==> src/sv/trc_pkg.sv <==
// Shared types, codes and sizes for the TCP redirect connection tracker.
// Used by trc_cam and tcp_redirect_conntrack; no dependencies of its own.
package trc_pkg;

    // Table geometry
    localparam int TableDepth = 64;
    localparam int IdxW       = $clog2(TableDepth);
    localparam int PortW      = 16;
    localparam int IpW        = 32;
    localparam int EntryW     = IpW + PortW;

    // Configuration
    localparam int CfgIdxW = 1;
    localparam int CfgW    = 16;
    localparam logic [CfgIdxW-1:0] RegRelayPort = 1'd0;
    localparam logic [CfgIdxW-1:0] RegExcludeEn = 1'd1;
    localparam logic [PortW-1:0]   RelayPortReset = 16'd34010;

    // Commands
    localparam logic CmdHeader = 1'b0;
    localparam logic CmdLookup = 1'b1;

    // Result actions
    localparam logic [1:0] ActPass     = 2'd0;
    localparam logic [1:0] ActReinject = 2'd1;
    localparam logic [1:0] ActRewrite  = 2'd2;

    // Table update operations
    localparam logic [1:0] CamNop   = 2'd0;
    localparam logic [1:0] CamSet   = 2'd1;
    localparam logic [1:0] CamClear = 2'd2;

    typedef struct packed {
        logic [1:0]       op;
        logic [IdxW-1:0]  idx;
        logic [PortW-1:0] key;
    } cam_update_t;

    typedef struct packed {
        logic            hit_a;
        logic [IdxW-1:0] idx_a;
        logic            hit_b;
        logic [IdxW-1:0] idx_b;
        logic            free_ok;
        logic [IdxW-1:0] free_idx;
    } cam_result_t;

    typedef struct packed {
        logic             cmd;
        logic             outbound;
        logic [IpW-1:0]   src_ip;
        logic [IpW-1:0]   dst_ip;
        logic [PortW-1:0] sport;
        logic [PortW-1:0] dport;
        logic             fin_or_rst;
        logic             owner_target;
        logic             owner_excluded;
    } item_t;

    // Index of the lowest set bit (zero when none is set)
    function automatic logic [IdxW-1:0] first_set(input logic [TableDepth-1:0] v);
        logic [IdxW-1:0] idx;
        idx = '0;
        for (int i = TableDepth - 1; i >= 0; i--)
        begin
            if (v[i])
            begin
                idx = IdxW'(i);
            end
        end
        return idx;
    endfunction

endpackage

==> src/sv/trc_cam.sv <==
// Key store of the connection table: valid bits and client-port keys with
// two parallel searches and a free-slot finder. Depends on trc_pkg.
module trc_cam (
    input  logic                       clk,
    input  logic                       rst_n,
    input  logic [trc_pkg::PortW-1:0]  key_a,
    input  logic [trc_pkg::PortW-1:0]  key_b,
    input  trc_pkg::cam_update_t       upd,
    output trc_pkg::cam_result_t       res
);
    import trc_pkg::*;

    logic [TableDepth-1:0] valid_reg;
    logic [PortW-1:0]      key_reg [TableDepth];
    logic [TableDepth-1:0] hit_a;
    logic [TableDepth-1:0] hit_b;

    // per-entry compare against both search keys
    always_comb
    begin
        for (int i = 0; i < TableDepth; i++)
        begin
            hit_a[i] = valid_reg[i] && (key_reg[i] == key_a);
            hit_b[i] = valid_reg[i] && (key_reg[i] == key_b);
        end
    end

    // priority encode: lowest matching / lowest free entry
    always_comb
    begin
        res.hit_a    = |hit_a;
        res.idx_a    = first_set(hit_a);
        res.hit_b    = |hit_b;
        res.idx_b    = first_set(hit_b);
        res.free_ok  = ~&valid_reg;
        res.free_idx = first_set(~valid_reg);
    end

    // valid bits
    always_ff @(posedge clk or negedge rst_n)
    begin
        if (!rst_n)
        begin
            valid_reg <= '0;
        end
        else
        begin
            unique case (upd.op)
                CamSet:   valid_reg[upd.idx] <= 1'b1;
                CamClear: valid_reg[upd.idx] <= 1'b0;
                default:  ;
            endcase
        end
    end

    // keys, written only on a new entry
    always_ff @(posedge clk)
    begin
        if (upd.op == CamSet)
        begin
            key_reg[upd.idx] <= upd.key;
        end
    end

    // a new entry only ever lands in a free slot
    a_set_free: assert property (@(posedge clk) disable iff (!rst_n)
        upd.op == CamSet |-> !valid_reg[upd.idx])
        else $error("entry set over a live entry");

    // only live entries get freed
    a_clear_live: assert property (@(posedge clk) disable iff (!rst_n)
        upd.op == CamClear |-> valid_reg[upd.idx])
        else $error("freeing an entry that is not valid");

    // a stored key is found by the next search for it
    a_set_hit: assert property (@(posedge clk) disable iff (!rst_n)
        upd.op == CamSet && key_a == upd.key && $stable(key_a) |=>
            ($past(upd.key) != key_a) || res.hit_a)
        else $error("stored key not found on next search");

endmodule

==> config.mk <==
export PLATFORM = sky130hd
export DESIGN_NAME = trc_cam
export DESIGN_NICKNAME = d
export VERILOG_FILES = /design/src/sv/trc_pkg.sv /design/src/sv/trc_cam.sv
export SDC_FILE = /design/constraint.sdc
export NUM_CORES = 2
export LEC_CHECK = 0
export BUFFER_PORTS_ARGS = -buffer_cell sky130_fd_sc_hd__buf_2
export CAP_MARGIN = 20
export CORE_AREA = 2 2 350 352
export CTS_CLUSTER_DIAMETER = 200
export DETAILED_ROUTE_END_ITERATION = 10
export DIE_AREA = 0 0 352 354
export GPL_TIMING_DRIVEN = 0
export PLACE_DENSITY = 0.68
export SYNTH_ARGS = -nofsm -noshare
export SYNTH_HDL_FRONTEND = slang
export SYNTH_SLANG_ARGS = --single-unit
==> constraint.sdc <==
create_clock -name clk -period 3.3 [get_ports clk]
set_input_delay 0.495 -clock clk [delete_from_list [all_inputs] [get_ports clk]]
set_output_delay 0.495 -clock clk [all_outputs]
set_load 0.005 [all_outputs]
======== After elaboration in Yosys (flattened, before gate mapping) ========
Memories as Yosys holds them, arrays and structs flattened.
Cells that the tools add are included.
cells by class
  multiplexer cells ....................... 197
  eq/ne operators ......................... 130
  magnitude comparators ................... 2
  bitwise gates (word level) .............. 4
  reduce and logical (&&, ||, !) cells .... 134
operators with widths
  kind                count
  $eq 16x16->1        128
  $mux 6              192
  $logic_and 1x1->1   129
  $not 64->64         2
  $pmux 64 s2         1
  $reduce_or 64->1    2
  $and 64x64->64      1
  $or 64x64->64       1
  $reduce_and 64->1   1
  $lt 6x7->1 const B  1
  $demux 1 s6         1
  $ge 6x1->1 const B  1
  $mux 1              3
  $eq 2x1->1 const B  1
  $eq 2x2->1 const B  1
  $reduce_bool 2->1   1
  $logic_not 1->1     1
storage, ports and cells
  logic and storage cells ................. 469
  flip-flop bits (word level) ............. 64
  input port bits ......................... 58
  output and inout bits ................... 21
  memories ................................ 1
  bits in writable memories ............... 1,024
memory list
  name     words  width  rd ports  clocked after memory_dff  write ports  RTL line       text
  key_reg  64     16     64        0                         1            trc_cam.sv:14  logic [PortW-1:0] key_reg [TableDepth];

======== Logic depth before layout (Yosys ltp) ========
  word-level depth ........................ 66
  mapped depth ............................ 14
  depth with buffers taken out ............ 11

======== Worst setup path before layout ========
Ideal clock, no wire load.
  path kind ............................... input-to-output
  start ................................... input key_b[15] in the netlist's numbering
  end ..................................... output res[7] in the netlist's numbering
  cell stages on the path ................. 12
  arrival ................................. 2.733 ns
  path buffers ............................ 2
  data required time ...................... 2.805 ns
  path slack .............................. 0.072 ns
  cell sequence ........................... buf_6 -> buf_8 -> xor2_2 -> nor4_2 -> nand4_1 -> nor4_4 -> a21oi_1 -> o31ai_2 -> o2111ai_1 -> a211o_1 -> a2111oi_2 -> o31a_1
RTL lines
  what                RTL line      text
  start: declaration  trc_cam.sv:7  input logic [trc_pkg::PortW-1:0] key_b,
  end: declaration    trc_cam.sv:9  output trc_pkg::cam_result_t res

==> reports/results.tsv <==
metric	value	unit
synthesized netlist cell count	4867	
final period utilization	144	%
GR Overflow Total	0	
top_reg_cell synth	edfxtp_1	
Num CTS Buffers	118	
Leakage	0.0236	µW
Max Freq	0.210	GHz
run status	finished with violations	
#FFs+latches synth	1088	
Crit. End Element	output port	
Clock Latency Late Sink	0.78	ns
Post-Layout Inst Area	72200	µm²
Post-Route WL	289000	µm
Final Hold Fails	0	
Synth Cell Area	60200	µm²
CTS tree	built	
Post-DP HPWL	186000	µm
number of synthesized flops with an enable pin	1024	
Syn Nets	4927	
max reg flops	1024	
setup ws final	-1.45	ns
Seq/Total Area, Yosys	53.8	%
vias in the first global route	44601	
clk_skew	0	ns
I/O Buffers	46	
CTS sink count	1088	
Routed Antenna Nets	0	
Yosys warning count	0	
row cnt	128	
setup violators final	18	
via total after detailed routing	47055	
Yosys top cell area share	51.1	%
I/O pins	79	
Pins Over Slew Limit	0	
# H-tree levels	3	
Worst-path clk slew	0.06	ns
initial antenna violation count	16	
Root Buffer	clkbuf_16	
worst setup path class	flip-flop to output port	
DR WL/cell	41.5	µm
Hold EP	key_reg[62][6]$_DFFE_PP_	
drt first pass iters	6	
power density cells	477	nW/µm²
most common cell after layout, fill and taps aside	xnor2_1	
Design Power	34400	µW
core area	121000	µm²
failing checks	setup timing	
maximum clock path buffer count	3	
Reg2Reg Setup Slack	2.17	ns
CP startpoint kind	flip-flop	
P&R area growth vs syn	19.9	%
Slew @ Worst Pin	1.08	ns
hold_sp	upd[6]	
Die ar.	125000	µm²
buffer and inverter count on the worst path	2	
asr flop ratio synth	5.88	%
Area after DPL	63800	µm²
layout cells sized above 1	17.7	%
Die Ht	354	µm
crit path cell chain	xor2_1, nor4_1, nand4_1, nor4_4, buf_6, nor2b_4, nor4_1, o31ai_2, o2111ai_1, a211o_1, a2111oi_4, o31a_1, buf_2	
Critical-path top delay cell	a2111oi_4	
Top delay family on crit path	compound AO/OA/AOI/OAI gates	
post-route core utilization	59.7	%
fin crit period	4.75	ns
post-synthesis cell type count	65	
Max Cap Violations	0	
Peak VDD IR	0.000436	V
CP dominant cell by count	nor4_1	
area leader, netlist	edfxtp_1	
Area contributors post-synth	edfxtp_1 51%, xnor2_1 19%, xor2_1 11%	
Avg Cell Area, Syn	12.4	µm²
hold crit path type	primary input to flip-flop	
CP required	2.80	ns
WHS Path Cells	1	
effective utilization at floorplan	49.8	%
First DRT Iteration DRCs	9080	
GPL Wtd Cong	1.04	
Rel. slew slack	28.1	%
drt via density	6.76	
All-Layer GR Usage	45.4	%
setup tns final	-14.65	ns
RSZ-0062 raised after global routing	yes	
slowest stage delay, CP	0.60	ns
Worst Path Arrival	4.26	ns
Reg2Reg Depth	4	
largest net degree at the start of global routing	65	
width of the die	352	µm
most frequent cells in the layout	1,315 x xnor2_1, 1,024 x edfxtp_1, 726 x xor2_1, 353 x nand4_1, 221 x nor2_1	
DR DRC count	0	
CP Max Fanout	3	
first-pass GRT wire length	381000	µm
Nets	5280	
stage by stage:
stage	hold WS [ns]	worst slack, ns	cells
2_1_floorplan	0.199	0.0717	4867
3_3_place_gp	0.545	-3.09	6538
3_5_place_dp	0.554	-2.71	6636
4_1_cts	0.162	-1.32	6935
5_1_grt	0.183	-1.43	6952
6_report	0.185	-1.45	6961
how the worst max path moves through the flow:
stage / start / end / slack (ns) / cells past startpoint
after floorplan: key_b[15] / res[7] / 0.07 / 12
after global placement: key_a[11] / res[15] / -3.09 / 11
after detailed placement: key_a[12] / res[15] / -2.71 / 13
after CTS: key_reg[63][14]$_DFFE_PP_ / res[7] / -1.32 / 11
after global routing: key_reg[61][1]$_DFFE_PP_ / res[7] / -1.43 / 13
final: key_reg[57][15]$_DFFE_PP_ / res[7] / -1.45 / 13
cells in the mapped netlist, drive strengths merged (30+ instances only):
cell and instances:
o21ai 38, nor3 84, nand3 54, xor2 731, nor2 228, buf 225
edfxtp 1024, nor4 284, nand2 143, a21oi 96, inv 34, nand4 353
dfrtp 64, xnor2 1317, or2 30
timing repair:
action,CTS,global route
resized for setup,733,108
setup endpoints to repair,21,21
pin swaps,147,71
cloned,0,0
hold buffers,1,0
buffers inserted,75,20
endpoints found under the hold margin,64,0
cell families after synthesis:
logic type | share of synthesized area [%]
flip-flops | 53.8
buffers and inverters | 3.04
XOR/XNOR | 29.8
AND/OR/NAND/NOR | 11.1
AO/OA/AOI/OAI | 2.19
adder cells (fa/ha/maj) | 0.0416
final cells by class:
type,instances,area [µm²]
clock inverters,73,751
diodes,12,30.0
plain buffers,246,3240
flip-flops and latches,1088,32400
repair buffers,234,2300
well taps,1625,2030
multi-input cells,3497,28100
inverters,35,144
clock buffers,151,3110
fillers,9560,48800
where the power goes:
group | internal (µW) | total (µW) | switching, µW | leakage (µW)
Clock | 7590 | 13600 | 6040 | 0.00187
Combinational | 1470 | 4800 | 3330 | 0.0118
Sequential | 15300 | 16000 | 649 | 0.00997
metal layers:
layer / track usage [%] / up-vias / wire [µm]
met5: 0 / - / 49
met4: 34.5 / 8 / 27600
met3: 16.7 / 1207 / 47800
met2: 63.3 / 4627 / 115000
met1: 57.4 / 23142 / 98400
li1: - / 18071 / -
Note: power is estimated with default switching activity, not from simulation.
