$ cat config.mk
export PLATFORM = sky130hd
export DESIGN_NAME = trc_ram
export DESIGN_NICKNAME = d
export VERILOG_FILES = /design/src/sv/trc_ram.sv
export SDC_FILE = /design/constraint.sdc
export NUM_CORES = 1
export LEC_CHECK = 0
export BUFFER_PORTS_ARGS = -buffer_cell sky130_fd_sc_hd__buf_2
export CORE_ASPECT_RATIO = 0.5
export CORE_MARGIN = 1.5
export CORE_UTILIZATION = 45
export DETAILED_ROUTE_END_ITERATION = 16
export PLACE_DENSITY = 0.66
export SYNTH_ARGS = -nofsm -noshare
export SYNTH_HDL_FRONTEND = slang
export SYNTH_SLANG_ARGS = --single-unit
$ cat constraint.sdc
create_clock -name clk -period 1.7 [get_ports clk]
set_input_delay 0.34 -clock clk [delete_from_list [all_inputs] [get_ports clk]]
set_output_delay 0.34 -clock clk [all_outputs]
set_load 0.02 [all_outputs]
$ cat src/sv/trc_ram.sv
// Generic single-write, single-read RAM with registered read data.
// No dependencies.
module trc_ram #(
    parameter int Width = 8,
    parameter int Depth = 16
) (
    input  logic                     clk,
    input  logic                     we,
    input  logic [$clog2(Depth)-1:0] waddr,
    input  logic [Width-1:0]         wdata,
    input  logic                     re,
    input  logic [$clog2(Depth)-1:0] raddr,
    output logic [Width-1:0]         rdata
);
    logic [Width-1:0] mem_reg [Depth];
    logic [Width-1:0] rdata_reg;

    // write port
    always_ff @(posedge clk)
    begin
        if (we)
        begin
            mem_reg[waddr] <= wdata;
        end
    end

    // registered read port, holds while re is low
    always_ff @(posedge clk)
    begin
        if (re)
        begin
            rdata_reg <= mem_reg[raddr];
        end
    end

    assign rdata = rdata_reg;

endmodule

# --- Word-level counts from Yosys, hierarchy flattened ---
# Memory sizes are Yosys's and may differ from the RTL's. A register that Yosys moved wholly into a read port is not among the register bits.
# Index checks and enable logic that the tools add are counted.
totals:
  register_bits: 0
  n_memories: 1
  inputBits: 19
  ramBits: 128
memory_table:
  columns: ["name", "depth", "word_bits", "read_ports", "rd_ports_with_merged_regs", "write_ports", "line_no", "rtl"]
  rows:
  - ["mem_reg", 16, 8, 1, 1, 1, "15", "logic [Width-1:0] mem_reg [Depth];"]
classes:
  muxes: 2
ops:
  columns: ["op", "n"]
  rows:
  - ["two-way mux 1 bit", 2]

# --- Logic depth before layout (Yosys ltp) ---
# Gate-level depths: netlist of the first run.
logic_depth:
  word_depth: 2
  depth_mapped: 5

# --- Worst setup path after synthesis of the first run ---
# OpenSTA, ideal clock, no wires.
synth_path:
  path_kind: "input to register"
  start: "in waddr[2]"
  end: "mem mem_reg[0][0], enable pin"
  arrival_ns: 1.450
  cell_stages: 2
  setup_slack_ns: -0.133
  setup_time_ns: 0.383
  path_cell_list: "or3b_2 > nor3_1"
synth_rtl:
  columns: ["item", "line_no", "rtl"]
  rows:
  - ["start, declared", "9", "input logic [$clog2(Depth)-1:0] waddr,"]
  - ["end, declared", "15", null]
# No word-level cell before the write port.

==> load_flow_metrics.sql, run 1 <==
INSERT INTO impl_metrics (metric_group, metric, value, unit) VALUES
('final_layout', 'design.final.nets', '308', ''),
('placement', 'globalplace.congestion', '0.7414', ''),
('drt', 'detail_route.wirelength', '10180', 'um'),
('yosys', 'synth-async-reset-ratio', '0', '%'),
('yosys', 'synth_xor_area_share', '0', '%'),
('setup_path', 'r2r_start', 'mem_reg[1][2]', ''),
('yosys', 'synth_area_leaders', 'edfxtp_1 (78%), mux4_2 (7.8%), mux4_1 (7.0%)', ''),
('floorplan', 'design.die.area', '12310', 'um^2'),
('floorplan', 'chipHeight', '79.22', 'um'),
('drt', 'dr.max_layer_used', 'met4', ''),
('final_layout', 'final_layout_size_suffix_gt1_share', '30.67', '%'),
('final_layout', 'largest_reg_flops', '128', ''),
('clock_network', 'cts_tree', 'built', ''),
('drt', 'wl_met3', '684', 'um'),
('sta', 'setup_skew_after_layout', '7.869', 'ps'),
('placement', 'port_buffers', '26', ''),
('placement', 'half_perimeter_wire_length_after_placement', '6663', 'um'),
('yosys', 'synth.cells.most_frequent', 'edfxtp_1 (136), mux4_2 (18), a22oi_1 (16)', ''),
('final_layout', 'syn_to_final_growth', '18.60', '%'),
('yosys', 'synth_most_common_cell', 'edfxtp_1', ''),
('setup_path', 'setup.worst_path.start_class', 'flop', ''),
('placement', 'placedCellCount', '415', ''),
('setup_path', 'critical_path_required', '1850', 'ps'),
('yosys', 'post-synth-top-area-cell', 'edfxtp_1', ''),
('sta', 'maxSlewHeadroom', '74.39', '%'),
('sta', 'setup_viol', '0', ''),
('clock_network', 'latest_clock_arrival_within_the_worst_skew_pair', '410', 'ps'),
('global_routing', 'grt_antenna_before_repair', '0', ''),
('sta', 'rsz0062_at_grt', 'no', ''),
('floorplan', 'core_area', '11150', 'um^2'),
('sta', 'max_slew.worst_pin.slew', '384.1', 'ps'),
('placement', 'dpl_worst_slack', '-276.9', 'ps'),
('sta', 'slew_violations', '0', ''),
('power_and_ir_drop', 'power_leakage', '2.106', 'nW'),
('yosys', 'number_of_storage_elements_in_the_synthesis_netlist', '136', ''),
('status', 'outcome', 'finished clean', ''),
('floorplan', 'floorplan.die.width', '155.4', 'um'),
('power_and_ir_drop', 'pwr_density_cell', '1191', 'nW/um^2'),
('run', 'maxCapViolCount', '0', ''),
('yosys', 'syn-cell-area', '5228', 'um^2'),
('sta', 'worst_hold_check_slack', '306.6', 'ps'),
('floorplan', 'initial_utilization', '46.89', '%'),
('setup_path', 'cp.arrival', '1750', 'ps'),
('sta', 'hold_viol', '0', ''),
('yosys', 'yosys_warnings', '0', ''),
('floorplan', 'placementRows', '27', ''),
('setup_path', 'timing.setup.critical_path_class', 'flop to flop', ''),
('clock_network', 'postCtsSetupBuffers', '0', ''),
('setup_path', 'startpoint_of_the_most_critical_setup_path', 'mem_reg[1][2]', ''),
('global_routing', 'grt_pass1_vias', '2440', ''),
('global_routing', 'globalRouteTotalUtil', '18.44', '%'),
('yosys', 'synth_area_per_cell', '22.83', 'um^2'),
('drt', 'route.layer.met1.wl', '4811', 'um'),
('worst_hold_path', 'min-delay-start', 're', ''),
('global_routing', 'pin_count_of_the_biggest_net_entering_global_routing', '23', ''),
('drt', 'routedWlPerCell', '22.87', 'um'),
('yosys', 'synth_top_cell_area_share', '78.12', '%'),
('drt', 'drc', '0', ''),
('final_layout', 'final.fill_count', '809', ''),
('setup_path', 'crit_fanout', '1', ''),
('drt', 'ant_nets', '0', ''),
('yosys', 'ys.flop_type', 'edfxtp_1', ''),
('clock_network', 'cts_resized', '0', ''),
('yosys', 'largest_family_of_logic_cells_by_synthesized_area', 'multiplexers', ''),
('yosys', 'yosysSeqAreaShare', '78.12', '%'),
('global_routing', 'global_route.overflow_total', '0', ''),
('clock_network', 'cts_hold_buffers', '0', ''),
('sta', 'max_freq', '0.6276', 'GHz'),
('final_layout', 'finish.cell_count_without_fillers', '445', ''),
('yosys', 'synth_edf_count', '136', ''),
('yosys', 'adder_cell_share_of_the_synthesized_area', '0', '%');
kinds of logic after synthesis:
group                  count (synthesis)
AND/OR/NAND/NOR                       35
multiplexers                          32
flip-flops                           136
buffers and inverters                 10
AO/OA/AOI/OAI                         16
metrics by stage:
stage	area [um^2]	util [%]	total power (W)
4_1_cts	6200	55.61	0.007434
6_report	6200	55.61	0.007381
3_3_place_gp	5695	51.09	0.004247
3_5_place_dp	5695	51.09	0.004260
5_1_grt	6200	55.61	0.007602
2_1_floorplan	5233	-	0.004074
report_power, final:
part | switching (W) | internal (W) | leakage, nW | total (W)
Combinational | 0.000225 | 0.000163 | 0.623 | 0.000388
Sequential | 0.0000214 | 0.00378 | 1.24 | 0.00380
Clock | 0.00122 | 0.00197 | 0.247 | 0.00319
final cells by class:
cell class / instances / area [um^2] / share of cell area, %
tap: 145 / 181.4 / 2.926
clock buffer: 24 / 451.7 / 7.286
clock inverter: 6 / 52.55 / 0.8476
multi-input combinational: 83 / 1062 / 17.13
timing repair buffer: 51 / 367.9 / 5.933
sequential: 136 / 4084 / 65.87
routing by layer:
layer | track usage (%) | vias up
li1 | - | 1098
met1 | 27.44 | 1319
met2 | 25.27 | 118
met3 | 5.076 | 12
met4 | 8.571 | 0
met5 | 0 | -
worst paths after layout:
kind / end / slack (ps) / depth (start not counted)
setup reg to reg: rdata[2] / 110 / 3
hold reg to reg: rdata[1] / 740 / 3
setup / recovery: rdata[2] / 110 / 3
hold / removal: rdata[0] / 310 / 1
cells in the final DEF, fill, tap and decap left out:
cell | synthesis | routed
nor2b_1 | 1 | 1
clkbuf_16 | 0 | 17
clkinv_2 | 0 | 3
mux4_1 | 14 | 14
or3b_2 | 1 | 1
clkbuf_1 | 0 | 7
nor3_1 | 4 | 3
a22oi_1 | 16 | 16
mux4_2 | 18 | 18
nand2b_1 | 2 | 2
nor3_2 | 0 | 1
and2_1 | 1 | 1
edfxtp_1 | 136 | 136
nand2_1 | 9 | 9
bufinv_16 | 0 | 1
buf_2 | 3 | 26
nor2_1 | 13 | 13
and2b_1 | 1 | 1
clkinv_1 | 0 | 2
nand3b_1 | 2 | 2
buf_12 | 0 | 4
nand3_1 | 1 | 1
buf_4 | 1 | 21
critical path: stages (launching register included):
cell and delay [ps]:
edfxtp_1 360, mux4_1 520, a22oi_1 360, nand2_1 100
No activity file was read; power rests on OpenSTA's default activity.
==> run 2: changes to the inputs <==
--- a/config.mk
+++ b/config.mk
@@ -10,6 +10,7 @@
 export CORE_MARGIN = 1.5
 export CORE_UTILIZATION = 45
 export DETAILED_ROUTE_END_ITERATION = 16
+export MAX_ROUTING_LAYER = met4
 export PLACE_DENSITY = 0.66
 export SYNTH_ARGS = -nofsm -noshare
 export SYNTH_HDL_FRONTEND = slang
==> load_flow_metrics.sql, run 2 (synthesis gave the netlist of run 1 again) <==
INSERT INTO impl_metrics (metric_group, metric, value, unit) VALUES
('clock_network', 'cts_hold_buffers', '0', ''),
('placement', 'globalplace.congestion', '0.7506', ''),
('final_layout', 'largest_reg_flops', '128', ''),
('placement', 'placedCellCount', '415', ''),
('clock_network', 'clk_root_buffer_cell', 'clkbuf_16', ''),
('drt', 'route.layer.met1.wl', '4408', 'um'),
('drt', 'first_pass_iters', '4', ''),
('sta', 'maxSlewHeadroom', '74.63', '%'),
('final_layout', 'final_layout_size_suffix_gt1_share', '30.67', '%'),
('clock_network', 'cts_tree', 'built', ''),
('setup_path', 'crit_fanout', '1', ''),
('setup_path', 'timing.critical_path.to_type', 'flop', ''),
('final_layout', 'syn_to_final_growth', '18.60', '%'),
('final_layout', 'design.final.nets', '308', ''),
('clock_network', 'cts_resized', '0', ''),
('drt', 'routedWlPerCell', '22.80', 'um'),
('floorplan', 'initial_utilization', '46.89', '%'),
('global_routing', 'pin_count_of_the_biggest_net_entering_global_routing', '23', ''),
('drt', 'dr.max_layer_used', 'met4', ''),
('setup_path', 'setup.worst_path.start_class', 'flop', ''),
('sta', 'setup_viol', '0', ''),
('final_layout', 'most-common-layout-cells', 'edfxtp_1 (136), buf_2 (26), buf_4 (21), mux4_2 (18), clkbuf_16 (17)', ''),
('setup_path', 'cp.arrival', '1730', 'ps'),
('global_routing', 'global_route.overflow_total', '0', ''),
('sta', 'hold_viol', '0', ''),
('floorplan', 'io-pin-count', '27', ''),
('placement', 'half_perimeter_wire_length_after_placement', '6663', 'um'),
('final_layout', 'finish.cell_count_without_fillers', '445', ''),
('floorplan', 'chipHeight', '79.22', 'um'),
('final_layout', 'antenna_cells_inserted', '0', ''),
('clock_network', 'cts_buffers', '17', ''),
('sta', 'slew_violations', '0', ''),
('sta', 'fin_crit_sh', '93.07', '%'),
('status', 'outcome', 'finished clean', ''),
('power_and_ir_drop', 'pwr_density_cell', '1190', 'nW/um^2'),
('floorplan', 'placementRows', '27', ''),
('placement', 'port_buffers', '26', ''),
('global_routing', 'global_route_wire_length_before_repair', '15410', 'um'),
('sta', 'max_slew.worst_pin.slew', '380.6', 'ps'),
('clock_network', 'htree_num_levels', '4', ''),
('clock_network', 'postCtsSetupBuffers', '0', ''),
('sta', 'min_period', '1582', 'ps'),
('setup_path', 'critical_path_required', '1850', 'ps'),
('drt', 'detail_route.wirelength', '10150', 'um'),
('global_routing', 'grt_pass1_vias', '2446', ''),
('global_routing', 'grt_antenna_before_repair', '0', ''),
('power_and_ir_drop', 'ir_worst_vdd', '0.0005965', 'V'),
('drt', 'num_vias', '2500', ''),
('drt', 'met2_wirelength', '4613', 'um'),
('clock_network', 'latest_clock_arrival_within_the_worst_skew_pair', '410', 'ps'),
('drt', 'detail_route.iter0.violations', '303', ''),
('clock_network', 'maximum_number_of_buffers_from_clock_root_to_sink', '2', ''),
('worst_hold_path', 'holdCritPathClass', 'input pin to flop', ''),
('floorplan', 'floorplan.die.width', '155.4', 'um'),
('power_and_ir_drop', 'power_leakage', '2.106', 'nW'),
('drt', 'avgViaCountPerCell', '5.618', ''),
('placement', 'dpl_worst_slack', '-276.9', 'ps'),
('final_layout', 'layout.cells.most_common', 'edfxtp_1', ''),
('setup_path', 'timing.setup.critical_path_class', 'flop to flop', ''),
('drt', 'ant_nets', '0', ''),
('run', 'maxCapViolCount', '0', ''),
('sta', 'rsz0062_at_grt', 'no', ''),
('clock_network', 'cts.sink_count', '136', ''),
('drt', 'wl_met3', '982', 'um'),
('floorplan', 'design.die.area', '12310', 'um^2'),
('global_routing', 'globalRouteTotalUtil', '19.02', '%'),
('sta', 'max_freq', '0.6320', 'GHz'),
('final_layout', 'final.fill_count', '809', ''),
('floorplan', 'core_area', '11150', 'um^2'),
('sta', 'setup_skew_after_layout', '6.675', 'ps'),
('drt', 'drc', '0', ''),
('clock_network', 'clkTransAtPathRegs', '50', 'ps'),
('sta', 'layout_setup_ws', '117.8', 'ps');
run 2: cell counts in the layout (fill, tap and decap cells not counted):
Identical to the previous run, type by type.
run 2: metrics by stage:
step | instance area (um^2) | hold slack (ps) | setup TNS (ps) | total power [W] | utilization (%)
after floorplan | 5233 | 438.9 | 0 | 0.004074 | -
after global placement | 5695 | 727.2 | -1694 | 0.004247 | 51.09
after CTS | 6200 | 293.8 | 0 | 0.007434 | 55.61
after global routing | 6200 | 292.3 | 0 | 0.007604 | 55.61
after detailed placement | 5695 | 724.6 | -1689 | 0.004260 | 51.09
final | 6200 | 309.3 | 0 | 0.007377 | 55.61
run 2: power breakdown:
part	internal [W]	switching [W]
Sequential	0.00378	0.0000218
Combinational	0.000163	0.000224
Clock	0.00197	0.00121
run 2: per-layer routing:
metal / up-vias / GRT usage [%]
li1: 1098 / -
met1: 1280 / 27.55
met2: 109 / 25.22
met3: 13 / 5.131
met4: 0 / 8.571
met5: - / -
run 2: worst paths after layout:
kind | from | end | slack [ps] | cells after the start
setup / recovery | mem_reg[1][2] | rdata[2] | 120 | 3
hold / removal | re | rdata[0] | 310 | 1
setup reg to reg | mem_reg[1][2] | rdata[2] | 120 | 3
hold reg to reg | mem_reg[14][1] | rdata[1] | 740 | 3
run 2: cell type report:
cell class / instances / area, um^2 / area share (%)
clock inverter: 6 / 52.55 / 0.8476
sequential: 136 / 4084 / 65.87
multi-input combinational: 83 / 1062 / 17.13
clock buffer: 24 / 451.7 / 7.286
tap: 145 / 181.4 / 2.926
timing repair buffer: 51 / 367.9 / 5.933
run 2: critical path: stages, from the launching register on:
cell and delay (ps):
edfxtp_1 360, mux4_1 520, a22oi_1 350, nand2_1 100
